## config.mk

```make
export PLATFORM = sky130hd
export DESIGN_NAME = temp_sensor_average_band_classifier
export DESIGN_NICKNAME = d
export VERILOG_FILES = /design/src/sv/tsabc_pkg.sv /design/src/sv/tsabc_fifo.sv /design/src/sv/tsabc_front.sv /design/src/sv/tsabc_back.sv /design/src/sv/temp_sensor_average_band_classifier.sv
export SDC_FILE = /design/constraint.sdc
export NUM_CORES = 1
export LEC_CHECK = 0
export BUFFER_PORTS_ARGS = -buffer_cell sky130_fd_sc_hd__buf_2
export CAP_MARGIN = 5
export CORE_ASPECT_RATIO = 2
export CORE_MARGIN = 3
export CORE_UTILIZATION = 50
export CTS_CLUSTER_SIZE = 14
export DETAILED_ROUTE_END_ITERATION = 10
export MAX_ROUTING_LAYER = met4
export PLACE_DENSITY = 0.67
export SYNTH_ARGS = -nofsm -noshare
export SYNTH_HDL_FRONTEND = slang
export SYNTH_HIERARCHICAL = 1
export SYNTH_SLANG_ARGS = --single-unit
```

## constraint.sdc

```tcl
create_clock -name clk -period 11.5 [get_ports clk]
set_clock_uncertainty 0.15 [all_clocks]
set_input_delay 2.3 -clock clk [delete_from_list [all_inputs] [get_ports clk]]
set_output_delay 2.3 -clock clk [all_outputs]
set_load 0.01 [all_outputs]
```

## src/sv/tsabc_pkg.sv

```systemverilog
// Shared types and constants of the temperature band classifier.
package tsabc_pkg;

	localparam int AVG_CODE_W = 10;
	localparam int DEG_W      = 9;
	localparam int REG_IDX_W  = 2;

	localparam logic [REG_IDX_W-1:0] REG_GREEN_LOW   = 2'd0;
	localparam logic [REG_IDX_W-1:0] REG_GREEN_HIGH  = 2'd1;
	localparam logic [REG_IDX_W-1:0] REG_YELLOW_HIGH = 2'd2;

	localparam logic signed [DEG_W-1:0] GREEN_LOW_RST   = 9'sd19;
	localparam logic signed [DEG_W-1:0] GREEN_HIGH_RST  = 9'sd22;
	localparam logic signed [DEG_W-1:0] YELLOW_HIGH_RST = 9'sd25;

	typedef enum logic [1:0] {
		BAND_COLD   = 2'd0,
		BAND_GREEN  = 2'd1,
		BAND_YELLOW = 2'd2,
		BAND_RED    = 2'd3
	} band_t;

	typedef struct packed {
		logic signed [DEG_W-1:0] green_low;
		logic signed [DEG_W-1:0] green_high;
		logic signed [DEG_W-1:0] yellow_high;
	} limits_t;

	typedef struct packed {
		logic [AVG_CODE_W-1:0]   average_code;
		logic signed [DEG_W-1:0] degrees;
		band_t                   band;
	} result_t;

endpackage

```

## src/sv/tsabc_fifo.sv

```systemverilog
// Small register queue used between the accumulator, the scaling pipeline and the output.
module tsabc_fifo #(
	parameter int WIDTH = 8,
	parameter int DEPTH = 2
) (
	input  logic             clk,
	input  logic             arst_n,
	input  logic             push,
	input  logic [WIDTH-1:0] push_data,
	output logic             full,
	input  logic             pop,
	output logic [WIDTH-1:0] pop_data,
	output logic             empty
);

	localparam int PTR_W = (DEPTH > 1) ? $clog2(DEPTH) : 1;
	localparam int CNT_W = $clog2(DEPTH + 1);

	logic [WIDTH-1:0] mem_q [DEPTH];
	logic [PTR_W-1:0] wr_ptr_q;
	logic [PTR_W-1:0] rd_ptr_q;
	logic [CNT_W-1:0] count_q;
	logic             do_push;
	logic             do_pop;

	assign full     = (count_q == CNT_W'(DEPTH));
	assign empty    = (count_q == '0);
	assign do_push  = push && !full;
	assign do_pop   = pop && !empty;
	assign pop_data = mem_q[rd_ptr_q];

	always_ff @(posedge clk) begin
		if (do_push) begin
			mem_q[wr_ptr_q] <= push_data;
		end
	end

	always_ff @(posedge clk or negedge arst_n) begin
		if (!arst_n) begin
			wr_ptr_q <= '0;
			rd_ptr_q <= '0;
			count_q  <= '0;
		end else begin
			if (do_push) begin
				wr_ptr_q <= (wr_ptr_q == PTR_W'(DEPTH - 1)) ? '0 : wr_ptr_q + 1'b1;
			end
			if (do_pop) begin
				rd_ptr_q <= (rd_ptr_q == PTR_W'(DEPTH - 1)) ? '0 : rd_ptr_q + 1'b1;
			end
			if (do_push && !do_pop) begin
				count_q <= count_q + 1'b1;
			end else if (do_pop && !do_push) begin
				count_q <= count_q - 1'b1;
			end
		end
	end

`ifndef SYNTH
	a_count_bound: assert property (@(posedge clk) disable iff (!arst_n)
		count_q <= CNT_W'(DEPTH))
		else $error("queue count beyond depth");

	a_push_lands: assert property (@(posedge clk) disable iff (!arst_n)
		(push && !full && !pop) |=> !empty)
		else $error("queue empty after a request was pushed");
`endif

endmodule

```

## src/sv/tsabc_front.sv

```systemverilog
// Front end: accumulates samples and hands each completed block sum on.
module tsabc_front #(
	parameter int BLOCK_SAMPLES = 8,
	parameter int SAMPLE_BITS   = 10,
	parameter int SUM_W         = 13
) (
	input  logic                   clk,
	input  logic                   arst_n,
	input  logic                   push,
	input  logic [SAMPLE_BITS-1:0] sample,
	output logic                   full,
	input  logic                   sum_full,
	output logic                   sum_push,
	output logic [SUM_W-1:0]       sum_data
);

	localparam int CNT_W = $clog2(BLOCK_SAMPLES);

	logic [CNT_W-1:0] count_q;
	logic [SUM_W-1:0] sum_q;
	logic             last;
	logic             accept;

	assign last     = (count_q == CNT_W'(BLOCK_SAMPLES - 1));
	// stall only the sample that closes a block while the handoff queue is full
	assign full     = last && sum_full;
	assign accept   = push && !full;
	assign sum_data = sum_q + SUM_W'(sample);
	assign sum_push = accept && last;

	always_ff @(posedge clk or negedge arst_n) begin
		if (!arst_n) begin
			count_q <= '0;
			sum_q   <= '0;
		end else if (accept) begin
			if (last) begin
				count_q <= '0;
				sum_q   <= '0;
			end else begin
				count_q <= count_q + 1'b1;
				sum_q   <= sum_data;
			end
		end
	end

`ifndef SYNTH
	a_count_range: assert property (@(posedge clk) disable iff (!arst_n)
		count_q <= CNT_W'(BLOCK_SAMPLES - 1))
		else $error("sample count beyond block size");

	a_block_restart: assert property (@(posedge clk) disable iff (!arst_n)
		(accept && last) |=> (count_q == '0 && sum_q == '0))
		else $error("accumulator not cleared after block");
`endif

endmodule

```

## src/sv/tsabc_back.sv

```systemverilog
// Back end: scales each block sum into average, degrees and band over four stages.
module tsabc_back #(
	parameter int BLOCK_SAMPLES = 8,
	parameter int SAMPLE_BITS   = 10,
	parameter int SUM_W         = 13
) (
	input  logic               clk,
	input  logic               arst_n,
	input  tsabc_pkg::limits_t limits,
	input  logic               sum_empty,
	input  logic [SUM_W-1:0]   sum_data,
	output logic               sum_pop,
	input  logic               res_full,
	output logic               res_push,
	output tsabc_pkg::result_t res_data
);

	localparam int AVG_W  = SAMPLE_BITS;
	// exact floor division by the block size through a reciprocal
	localparam int S_AVG  = SUM_W + $clog2(BLOCK_SAMPLES);
	localparam int M_AVG_W = SUM_W + 1;
	localparam logic [M_AVG_W-1:0] M_AVG =
		M_AVG_W'((2 ** S_AVG + BLOCK_SAMPLES - 1) / BLOCK_SAMPLES);
	localparam int HALF   = BLOCK_SAMPLES / 2;
	localparam int MAG_W  = AVG_W + 2;
	localparam int T_W    = AVG_W + 3;
	// exact floor division by ten through a reciprocal
	localparam int S10    = MAG_W + 4;
	localparam int M10_W  = MAG_W + 1;
	localparam logic [M10_W-1:0] M10 = M10_W'((2 ** S10 + 9) / 10);
	localparam int Q_W    = MAG_W - 3;
	localparam int D_W    = (MAG_W - 2 > 10) ? MAG_W - 2 : 10;
	localparam int DW     = tsabc_pkg::DEG_W;

	logic                       en;
	logic                       v_s1, v_s2, v_s3, v_s4;
	logic [SUM_W-1:0]           x_s1;
	logic [SUM_W+M_AVG_W-1:0]   p_s2;
	logic [AVG_W-1:0]           avg_s3, avg_s4;
	logic [MAG_W-1:0]           mag_s3;
	logic                       neg_s3, neg_s4;
	logic [MAG_W+M10_W-1:0]     p_s4;

	logic [AVG_W-1:0]           avg_c;
	logic [T_W-1:0]             avg5_c;
	logic signed [T_W-1:0]      t_c;
	logic [Q_W-1:0]             q_c;
	logic signed [D_W-1:0]      d_c;
	logic signed [DW-1:0]       deg_c;
	tsabc_pkg::band_t           band_c;

	// hold the whole pipeline while its last stage cannot drain
	assign en      = !(v_s4 && res_full);
	assign sum_pop = en && !sum_empty;

	assign avg_c  = p_s2[S_AVG +: AVG_W];
	assign avg5_c = {avg_c, 2'b00} + T_W'(avg_c);
	assign t_c    = $signed(T_W'(avg5_c >> 1)) - T_W'(500);

	assign q_c = p_s4[S10 +: Q_W];
	assign d_c = neg_s4 ? -$signed(D_W'(q_c)) : $signed(D_W'(q_c));

	always_comb begin
		priority if (d_c < -D_W'(256)) begin
			deg_c = -DW'(256);
		end else if (d_c > D_W'(255)) begin
			deg_c = DW'(255);
		end else begin
			deg_c = DW'(d_c);
		end
	end

	always_comb begin
		priority if (deg_c >= limits.green_low && deg_c <= limits.green_high) begin
			band_c = tsabc_pkg::BAND_GREEN;
		end else if (deg_c < limits.green_low) begin
			band_c = tsabc_pkg::BAND_COLD;
		end else if (deg_c <= limits.yellow_high) begin
			band_c = tsabc_pkg::BAND_YELLOW;
		end else begin
			band_c = tsabc_pkg::BAND_RED;
		end
	end

	assign res_push              = v_s4 && en;
	assign res_data.average_code = tsabc_pkg::AVG_CODE_W'(avg_s4);
	assign res_data.degrees      = deg_c;
	assign res_data.band         = band_c;

	always_ff @(posedge clk or negedge arst_n) begin
		if (!arst_n) begin
			v_s1 <= 1'b0;
			v_s2 <= 1'b0;
			v_s3 <= 1'b0;
			v_s4 <= 1'b0;
		end else if (en) begin
			v_s1 <= !sum_empty;
			v_s2 <= v_s1;
			v_s3 <= v_s2;
			v_s4 <= v_s3;
		end
	end

	always_ff @(posedge clk) begin
		if (en) begin
			x_s1   <= sum_data + SUM_W'(HALF);
			p_s2   <= (SUM_W+M_AVG_W)'(x_s1) * (SUM_W+M_AVG_W)'(M_AVG);
			avg_s3 <= avg_c;
			neg_s3 <= t_c[T_W-1];
			mag_s3 <= t_c[T_W-1] ? MAG_W'(-t_c) : MAG_W'(t_c);
			avg_s4 <= avg_s3;
			neg_s4 <= neg_s3;
			p_s4   <= (MAG_W+M10_W)'(mag_s3) * (MAG_W+M10_W)'(M10);
		end
	end

`ifndef SYNTH
	a_no_push_when_full: assert property (@(posedge clk) disable iff (!arst_n)
		res_push |-> !res_full)
		else $error("result pushed into a full queue");

	a_stall_holds: assert property (@(posedge clk) disable iff (!arst_n)
		!en |=> v_s4)
		else $error("stalled result lost from last stage");
`endif

endmodule

```

## src/sv/temp_sensor_average_band_classifier.sv

```systemverilog
// Top level of the block-average temperature band classifier.
// Takes one sample per clock; every BLOCK_SAMPLES accepted samples yield one result
// (rounded average, whole degrees, band code). The accumulator front end hands each
// block sum through a two-entry queue to a four-stage scaling pipeline (two
// reciprocal multiplies, each followed by a register), whose results wait in a
// two-entry output queue. Each block sum passes through the handoff queue and pipeline
// stages to the output queue. The front stalls only when the closing sample finds
// the handoff queue full; the pipeline stalls only when the output queue is full.
// Limit registers: index 0 green low, 1 green high, 2 yellow high; others ignored.
module temp_sensor_average_band_classifier #(
	parameter int BLOCK_SAMPLES = 8,
	parameter int SAMPLE_BITS   = 10
) (
	input  logic                                   clk,
	input  logic                                   arst_n,
	input  logic                                   push,
	output logic                                   full,
	input  logic [SAMPLE_BITS-1:0]                 sample,
	output logic                                   empty,
	input  logic                                   pop,
	output logic [tsabc_pkg::AVG_CODE_W-1:0]       average_code,
	output logic signed [tsabc_pkg::DEG_W-1:0]     degrees,
	output logic [1:0]                             band,
	input  logic                                   wr_en,
	input  logic [tsabc_pkg::REG_IDX_W-1:0]        wr_index,
	input  logic [tsabc_pkg::DEG_W-1:0]            wr_data
);

	localparam int SUM_W = SAMPLE_BITS + $clog2(BLOCK_SAMPLES);
	localparam int RES_W = $bits(tsabc_pkg::result_t);

	tsabc_pkg::limits_t limits_q;
	logic               sum_push, sum_pop, sum_full, sum_empty;
	logic [SUM_W-1:0]   sum_in, sum_out;
	logic               res_push, res_full;
	tsabc_pkg::result_t res_in, res_out;

	always_ff @(posedge clk or negedge arst_n) begin
		if (!arst_n) begin
			limits_q.green_low   <= tsabc_pkg::GREEN_LOW_RST;
			limits_q.green_high  <= tsabc_pkg::GREEN_HIGH_RST;
			limits_q.yellow_high <= tsabc_pkg::YELLOW_HIGH_RST;
		end else if (wr_en) begin
			unique case (wr_index)
				tsabc_pkg::REG_GREEN_LOW:   limits_q.green_low   <= $signed(wr_data);
				tsabc_pkg::REG_GREEN_HIGH:  limits_q.green_high  <= $signed(wr_data);
				tsabc_pkg::REG_YELLOW_HIGH: limits_q.yellow_high <= $signed(wr_data);
				default: ;
			endcase
		end
	end

	tsabc_front #(
		.BLOCK_SAMPLES(BLOCK_SAMPLES),
		.SAMPLE_BITS  (SAMPLE_BITS),
		.SUM_W        (SUM_W)
	) u_front (
		.clk     (clk),
		.arst_n  (arst_n),
		.push    (push),
		.sample  (sample),
		.full    (full),
		.sum_full(sum_full),
		.sum_push(sum_push),
		.sum_data(sum_in)
	);

	tsabc_fifo #(
		.WIDTH(SUM_W),
		.DEPTH(2)
	) u_sum_q (
		.clk      (clk),
		.arst_n   (arst_n),
		.push     (sum_push),
		.push_data(sum_in),
		.full     (sum_full),
		.pop      (sum_pop),
		.pop_data (sum_out),
		.empty    (sum_empty)
	);

	tsabc_back #(
		.BLOCK_SAMPLES(BLOCK_SAMPLES),
		.SAMPLE_BITS  (SAMPLE_BITS),
		.SUM_W        (SUM_W)
	) u_back (
		.clk      (clk),
		.arst_n   (arst_n),
		.limits   (limits_q),
		.sum_empty(sum_empty),
		.sum_data (sum_out),
		.sum_pop  (sum_pop),
		.res_full (res_full),
		.res_push (res_push),
		.res_data (res_in)
	);

	tsabc_fifo #(
		.WIDTH(RES_W),
		.DEPTH(2)
	) u_res_q (
		.clk      (clk),
		.arst_n   (arst_n),
		.push     (res_push),
		.push_data(res_in),
		.full     (res_full),
		.pop      (pop),
		.pop_data (res_out),
		.empty    (empty)
	);

	assign average_code = res_out.average_code;
	assign degrees      = res_out.degrees;
	assign band         = res_out.band;

`ifndef SYNTH
	a_limits_held: assert property (@(posedge clk) disable iff (!arst_n)
		!$past(wr_en) |-> $stable(limits_q))
		else $error("limit registers changed without a write request");
`endif

endmodule
```

Word-level counts from Yosys, hierarchy flattened
Memory sizes are Yosys's and may differ from the RTL's.
Index checks and enable logic that the tools add are counted.
{ "totals": {"inputBits": 26, "n_memories": 2, "out_inout_bits": 23, "reg_bits": 139, "wordCells": 106, "mem_bits_rw": 68} }
{ "memory_table": {"columns": ["name", "words", "width", "read_ports", "rd_clocked_by_memory_dff", "write_ports", "line_no", "source"], "rows": [
  ["u_res_q.mem_q", 2, 21, 1, 0, 1, "tsabc_fifo.sv:19", "logic [WIDTH-1:0] mem_q [DEPTH];"],
  ["u_sum_q.mem_q", 2, 13, 1, 0, 1, "tsabc_fifo.sv:19", null]
]} }
{ "classes": {"n_addsub": 15, "magnitude_cmp": 6, "reduce_logical": 33, "eq_ne": 5, "multipliers": 1, "n_mux": 21} }
{ "ops": {"columns": ["cell", "n"], "rows": [
  ["multiplier 12 x 12 -> 24 bit, second input constant", 1],
  ["<= comparator 9 bit", 2],
  ["2-to-1 mux 9 bit", 2],
  ["logical AND 1 bit", 15],
  ["adder 12 x 10 -> 13 bit", 1],
  ["adder 13 x 10 -> 13 bit", 1],
  ["adder 13 x 3 -> 13 bit, second input constant", 1],
  ["2-to-1 mux 13 bit", 1],
  ["subtractor 12 x 9 -> 13 bit, second input constant", 1],
  ["2-to-1 mux 12 bit", 1],
  ["2-to-1 mux 2 bit", 6],
  ["negator 12 bit", 1],
  ["greater-than comparator 10 x 9 -> 1 bit, second input constant", 1],
  ["zero test 1 bit", 10],
  ["< comparator 10 x 9 -> 1 bit, second input constant", 1],
  ["2-to-1 mux 10 bit", 1],
  ["negator 9 -> 10 bit", 1],
  [">= comparator 9 bit", 1],
  ["< comparator 9 bit", 1],
  ["2-to-1 mux 1 bit", 9],
  ["equality test 2 bit, second input constant", 3],
  ["zero test 2 bit", 3],
  ["AND reduction 2 bit", 3],
  ["adder 1 bit, second input constant", 4],
  ["7 further kinds", 10]
]} }

Depth between registers and ports, before layout
Gate-level depths: netlist of run 1.
{ "logic_depth": {"ltp_word": 10, "mapped_depth": 17} }

Cells and area by module
The synthesis of run 1 kept the hierarchy.
{ "by_module_without_submodules": {"columns": ["mod", "cells_per_inst", "n_inst", "area_per_inst_um2"], "rows": [
  ["tsabc_back", 613, 1, 6530.0],
  ["tsabc_fifo at u_res_q", 84, 1, 1798.0],
  ["tsabc_fifo at u_sum_q", 59, 1, 1168.6],
  ["tsabc_front", 129, 1, 1166.1],
  ["temp_sensor_average_band_classifier", 58, 1, 1033.5]
]} }

Worst setup path before layout of run 1
Ideal clock, no wire load.
{ "synth_path": {"path_kind": "register to register", "start": "register u_back.mag_s3[3]", "end": "register u_back.p_s4[24] (data pin)", "setup_slack_ns": 6.399, "path_stages_with_launch": 18, "arrival_ns": 4.691, "required_time_ns": 11.090, "path_cell_list": "edfxtp_1 ha_1 inv_1 fa_1 inv_1 fa_1 inv_1 fa_1 fa_1 inv_1 ha_1 a21oi_1 nand4b_1 o211a_1 a221o_1 a211o_1 a21oi_1 xnor2_1"} }
{ "synth_between": {"elab_chain_cells": 1} }
{ "synth_lines": {"columns": ["item", "line_no", "source"], "rows": [
  ["from (decl)", "tsabc_back.sv:40", "logic [MAG_W-1:0] mag_s3;"],
  ["from (signal assigned)", "tsabc_back.sv:110", "mag_s3 <= t_c[T_W-1] ? MAG_W'(-t_c) : MAG_W'(t_c);"],
  ["multiplier 12 x 12 -> 24 bit", "tsabc_back.sv:113", "p_s4 <= (MAG_W+M10_W)'(mag_s3) * (MAG_W+M10_W)'(M10);"],
  ["to (signal assigned)", "tsabc_back.sv:113", null],
  ["to (decl)", "tsabc_back.sv:42", "logic [MAG_W+M10_W-1:0] p_s4;"]
]} }
Every way passes these cells.
A chain may end at the register's enable or synchronous reset.

Final worst setup path of run 1
{ "layout_path": {"start": "register u_back.mag_s3[5]", "end": "register u_back.p_s4[24] (data pin)"} }
The elaborated chain is that of the path after synthesis.

==> results of run 1 <==
[worst max-delay path, cell delays in order (launching register included)]
cell and delay, ns:
edfxtp_1 0.48, ha_1 0.33, inv_1 0.15, fa_1 0.47, fa_1 0.54, inv_1 0.05, fa_1 0.50, fa_1 0.50
ha_1 0.33, a211oi_1 0.26, nand4b_1 0.15, o211a_1 0.29, a221o_1 0.36, a211o_1 0.30, a21oi_1 0.18, xnor2_1 0.08
[metal layers]
layer	wire length [um]	track usage
met3	458	0.02381
met5	0	-
met4	1223	0.1095
met1	7419	0.1623
met2	14100	0.3994
[sequential cells by signal, indices dropped and copies added, names as in the netlist, 10 cells and up]
signal         flops
u_front/sum_q     13
limits_q          27
u_back/avg_s4     10
u_back/avg_s3     10
u_back/x_s1       10
u_back/p_s2       10
u_back/mag_s3     11
u_res_q/mem_q     42
u_sum_q/mem_q     22
[cell type report]
cell class,instances,area (um2),area share
Clock buffer,18,450.4,0.03543
Clock inverter,14,152.6,0.01201
Inverter,122,457.9,0.03602
Multi-Input combinational cell,622,5839,0.4593
Sequential cell,181,5171,0.4067
Tap cell,280,350.3,0.02755
Timing Repair Buffer,55,292.8,0.02303
[worst min-delay path by stage]
| stage | start | to | slack (ns) | cells past startpoint |
|---|---|---|---|---|
| 6_report | u_back/avg_s3[4]$_DFFE_PN_ | u_back/avg_s4[4]$_DFFE_PN_ | 0.27 | 0 |
| 5_1_grt | u_back/avg_s3[4]$_DFFE_PN_ | u_back/avg_s4[4]$_DFFE_PN_ | 0.27 | 0 |
| 4_1_cts | u_back/avg_s3[4]$_DFFE_PN_ | u_back/avg_s4[4]$_DFFE_PN_ | 0.26 | 0 |
| 3_5_place_dp | u_back/avg_s3[4]$_DFFE_PN_ | u_back/avg_s4[4]$_DFFE_PN_ | 0.25 | 0 |
| 3_3_place_gp | u_back/avg_s3[6]$_DFFE_PN_ | u_back/avg_s4[6]$_DFFE_PN_ | 0.25 | 0 |
| 2_1_floorplan | u_back/avg_s3[0]$_DFFE_PN_ | u_back/avg_s4[0]$_DFFE_PN_ | 0.25 | 0 |
[metrics by stage]
step,instances,setup WS [ns]
final,1292,6.119
after global routing,1292,5.873
after CTS,1292,6.061
after detailed placement,1260,6.063
after global placement,1260,6.171
after floorplan,937,6.399
==> results.md, run 1 <==
- Status: complete, no violations
- Post-Syn Area: 11550 um2
- Clock sink count: 181
- Routed length per placed instance: 17.96 um
- Final Util: 0.5592
- Top Ports: 49
- RR Startpoint: u_back/mag_s3[5]$_DFFE_PN_
- Clk_lat worst skew: 0.43 ns
- Number of global-route vias before repair: 7603
- Post-synth net total: 1142
- Post-route minimum period: 5.381 ns
- Layout cell share with drive strength beyond 1: 0.1769
- Ys Warns: 6
- GPL Wtd Cong: 0.9165
- Initial Util: 0.5078
- Antenna diode count: 0
- Worst Setup End Kind: flip-flop
- Largest net degree at the start of global routing: 66
- Worst EP arrival: 5.40 ns
- Peak fanout along the critical path: 5
- Slew headroom: 0.1900
- RSZ-0062 raised after global routing: false
- Final hold violation count: 0
- Total grt overflow: 0
- Post-DP HPWL: 18.69 mm
- Vert. Die Dim: 220.9 um
- Synthesis-to-finish area growth: 10.12%
- Initial DRC Count: 301
- Synthesized area per cell: 12.32 um2
- Row Count: 78
- CP Launch Point: u_back/mag_s3[5]$_DFFE_PN_
- Critical path required time: 11.52 ns
- DRT antenna net count: 0
- Reg-to-reg slack, setup: 6.12 ns
- Most frequent cells in the layout: ha_1, edfxtp_1, inv_1, buf_2, dfrtp_1
- Drt via density: 5.524
- TritonCTS clock tree: yes
- DRT Pass-1 Iters: 4
- Max-cap violations: 0
- Most common cell after layout, fill and taps aside: ha_1
- Post-Syn Instances: 937
- Die area: 25060 um2
- Critical Path Sink: u_back/p_s4[24]$_DFFE_PN_
- Clk pin slew, worst setup/hold paths: 0.07 ns
- Core area: 22740 um2
- Setup TNS: 0 ns
- Final setup viols: 0
- Port Buffers: 48
- Fmax: 0.1858 GHz
- DR vias: 7137
- First-pass GRT wire length: 37.15 mm
- Clk buf depth: 2
- Worst r2r path cells: 15
- DRC: 0
- Number of buffers added for setup after CTS: 0
- Nets: 1204
- Post-CTS resize count: 0
- Worst-margin pin slew: 1.202 ns
- Initial antenna violation count: 0
- Worst hold margin: 0.2666 ns
- Startpoint types: flip-flop
- # hold bufs at CTS: 0
- GRT Overall Usage: 0.1975
- Fill cell count: 1960
- Period utilization: 0.4679
- H-tree depth: 4
- Worst min-delay path class: reg2reg
- Chip Width: 113.5 um
- Final Instance Area: 12710 um2
- RR Endpoint: u_back/p_s4[24]$_DFFE_PN_
- Crit Path Category: reg2reg
- Root buf cell: clkbuf_16
- Final Max Slew Viols: 0
- Total Wirelength: 23.20 mm
- Num CTS Buffers: 17
- Placement Cell Area: 12110 um2
Power of run 1 is not shown: default switching activity piles up to over one toggle a cycle in this logic, so the estimate is an artifact.
==> run 2, diff against run 1 <==
--- a/config.mk
+++ b/config.mk
@@ -5,6 +5,7 @@
 export SDC_FILE = /design/constraint.sdc
 export NUM_CORES = 1
 export LEC_CHECK = 0
+export ABC_AREA = 1
 export BUFFER_PORTS_ARGS = -buffer_cell sky130_fd_sc_hd__buf_2
 export CAP_MARGIN = 5
 export CORE_ASPECT_RATIO = 2
==> constraint.sdc (replaced) <==
create_clock -name clk -period 5.27 [get_ports clk]
set_clock_uncertainty 0.15 [all_clocks]
set_input_delay 1.054 -clock clk [delete_from_list [all_inputs] [get_ports clk]]
set_output_delay 1.054 -clock clk [all_outputs]
set_load 0.01 [all_outputs]
==> results.md, run 2 <==
- Largest net degree at the start of global routing: 68
- Status: complete, no violations
- Post-route minimum period: 4.840 ns
- Top Ports: 49
- GPL Wtd Cong: 0.9483
- Port Buffers: 48
- Layout cell share with drive strength beyond 1: 0.1030
- Clk buf depth: 2
- # hold bufs at CTS: 0
- Area of the multi-input gates: 6080 um2
- Startpoint types: flip-flop
- Clk_lat worst skew: 0.44 ns
- Fmax: 0.2066 GHz
- Final hold violation count: 0
- Period utilization: 0.9184
- Crit-path cells: ha_1 > inv_1 > fa_1 > inv_1 > fa_1 > inv_1 > fa_1 > inv_1 > fa_1 > ha_1 > nand2_1 > or2_2 > nand3_1 > a21oi_1 > inv_1 > a21oi_1 > xnor2_1
- Synthesized area per cell: 9.267 um2
- Post-Syn Area: 12130 um2
- Fill cell count: 2145
- Core area: 23820 um2
- DRT antenna net count: 0
- Drt via density: 5.258
- Worst-margin pin slew: 0.9908 ns
- Top reg by flops: u_res_q/mem_q
- Finished Layout Cells: 1665
- H-tree depth: 4
- Top Usage Layer GRT: met2
- Crit-path leading delay family: adder cells
- Initial Util: 0.5092
- Num CTS Buffers: 17
- Nets: 1570
- Initial DRC Count: 458
- Root buf cell: clkbuf_16
- Number of buffers added for setup after CTS: 0
- Slew headroom: 0.3370
- RSZ-0062 raised after global routing: false
- Clk pin slew, worst setup/hold paths: 0.07 ns
- Post-DP HPWL: 21.18 mm
- Ys Warns: 6
- Register area: 5171 um2
- Routed length per placed instance: 16.01 um
- Final Max Slew Viols: 0
- Worst path most repeated cell: inv_1
- Initial antenna violation count: 0
- Slowest stage delay, CP: 0.54 ns
- Worst Setup End Kind: flip-flop
- Met3 GRT Util: 0.03419
- GRT Overall Usage: 0.2209
- Row Count: 80
- Grt met2 use: 0.4331
- Post-Syn Instances: 1309
- Clock sink count: 181
- Worst min-delay path class: reg2reg
- DRT Pass-1 Iters: 5
- Die area: 26280 um2
- Number of global-route vias before repair: 8997
- Vert. Die Dim: 226.3 um
- DR vias: 8754
- Peak fanout along the critical path: 5
- Total Wirelength: 26.65 mm
- Chip Width: 116.1 um
- Antenna diode count: 0
- Setup TNS: 0 ns
- Critical path required time: 5.30 ns
- Most common cell after layout, fill and taps aside: nand2_1
- Synthesis-to-finish area growth: 9.366%
- Most frequent cells in the layout: nand2_1, inv_1, ha_1, edfxtp_1
- Max-cap violations: 0
- TritonCTS clock tree: yes
- Post-CTS resize count: 0
- First-pass GRT wire length: 43.16 mm
- Crit Path Category: reg2reg
- Post-synth net total: 1514
- Crit-path slowest cell: fa_1
- Placed cell count: 1633
- Worst EP arrival: 4.87 ns
- Flip-flop count of the largest register after layout: 42
- Crit path buf inv count: 5
- Top flop regs: u_res_q/mem_q: 42 flops, limits_q: 27 flops, u_sum_q/mem_q: 22 flops
- Total grt overflow: 0
- Met1 usage: 0.1973
- DRC: 0
- Final setup viols: 0
-- run 2: per-layer routing --
metal,wire [um],vias to the layer above,share of wire
met4,1202,0,0.045
met2,15790,169,0.59
met5,0,-,0
li1,-,4394,-
met3,656,66,0.025
met1,9007,4125,0.34
-- run 2: area by class of cell --
class                      count  area share
clock buffer                  19     0.03339
inverter                     208     0.05885
tap                          287     0.02707
timing repair buffer          52     0.02037
multi-input combinational    905      0.4583
clock inverter                13     0.01226
sequential                   181      0.3898
-- run 2: final timing paths --
path                                             from                           end  slack [ns]  cells after the start
min                        u_back/avg_s3[6]$_DFFE_PN_    u_back/avg_s4[6]$_DFFE_PN_        0.27                      0
max reg2reg                u_back/mag_s3[3]$_DFFE_PN_     u_back/p_s4[20]$_DFFE_PN_        0.43                     17
max in group asynchronous                      arst_n       limits_q[6]$_DFFE_PN0P_        3.84                      2
max                        u_back/mag_s3[3]$_DFFE_PN_     u_back/p_s4[20]$_DFFE_PN_        0.43                     17
min in group asynchronous                      arst_n  u_front/sum_q[8]$_DFFE_PN0P_        0.59                      2
min reg2reg                u_back/avg_s3[6]$_DFFE_PN_    u_back/avg_s4[6]$_DFFE_PN_        0.27                      0
-- run 2: stage by stage --
stage / setup slack, ns / instance area (um2) / utilization / hold WS [ns]
2_1_floorplan: 0.7608 / 12130 / - / 0.2503
3_3_place_gp: 0.5373 / 12660 / 0.5315 / 0.2534
3_5_place_dp: 0.4625 / 12660 / 0.5315 / 0.2545
4_1_cts: 0.4522 / 13270 / 0.5569 / 0.2689
5_1_grt: 0.05745 / 13270 / 0.5569 / 0.2758
6_report: 0.4301 / 13270 / 0.5569 / 0.2682
Power of run 2 is left out for the same reason.
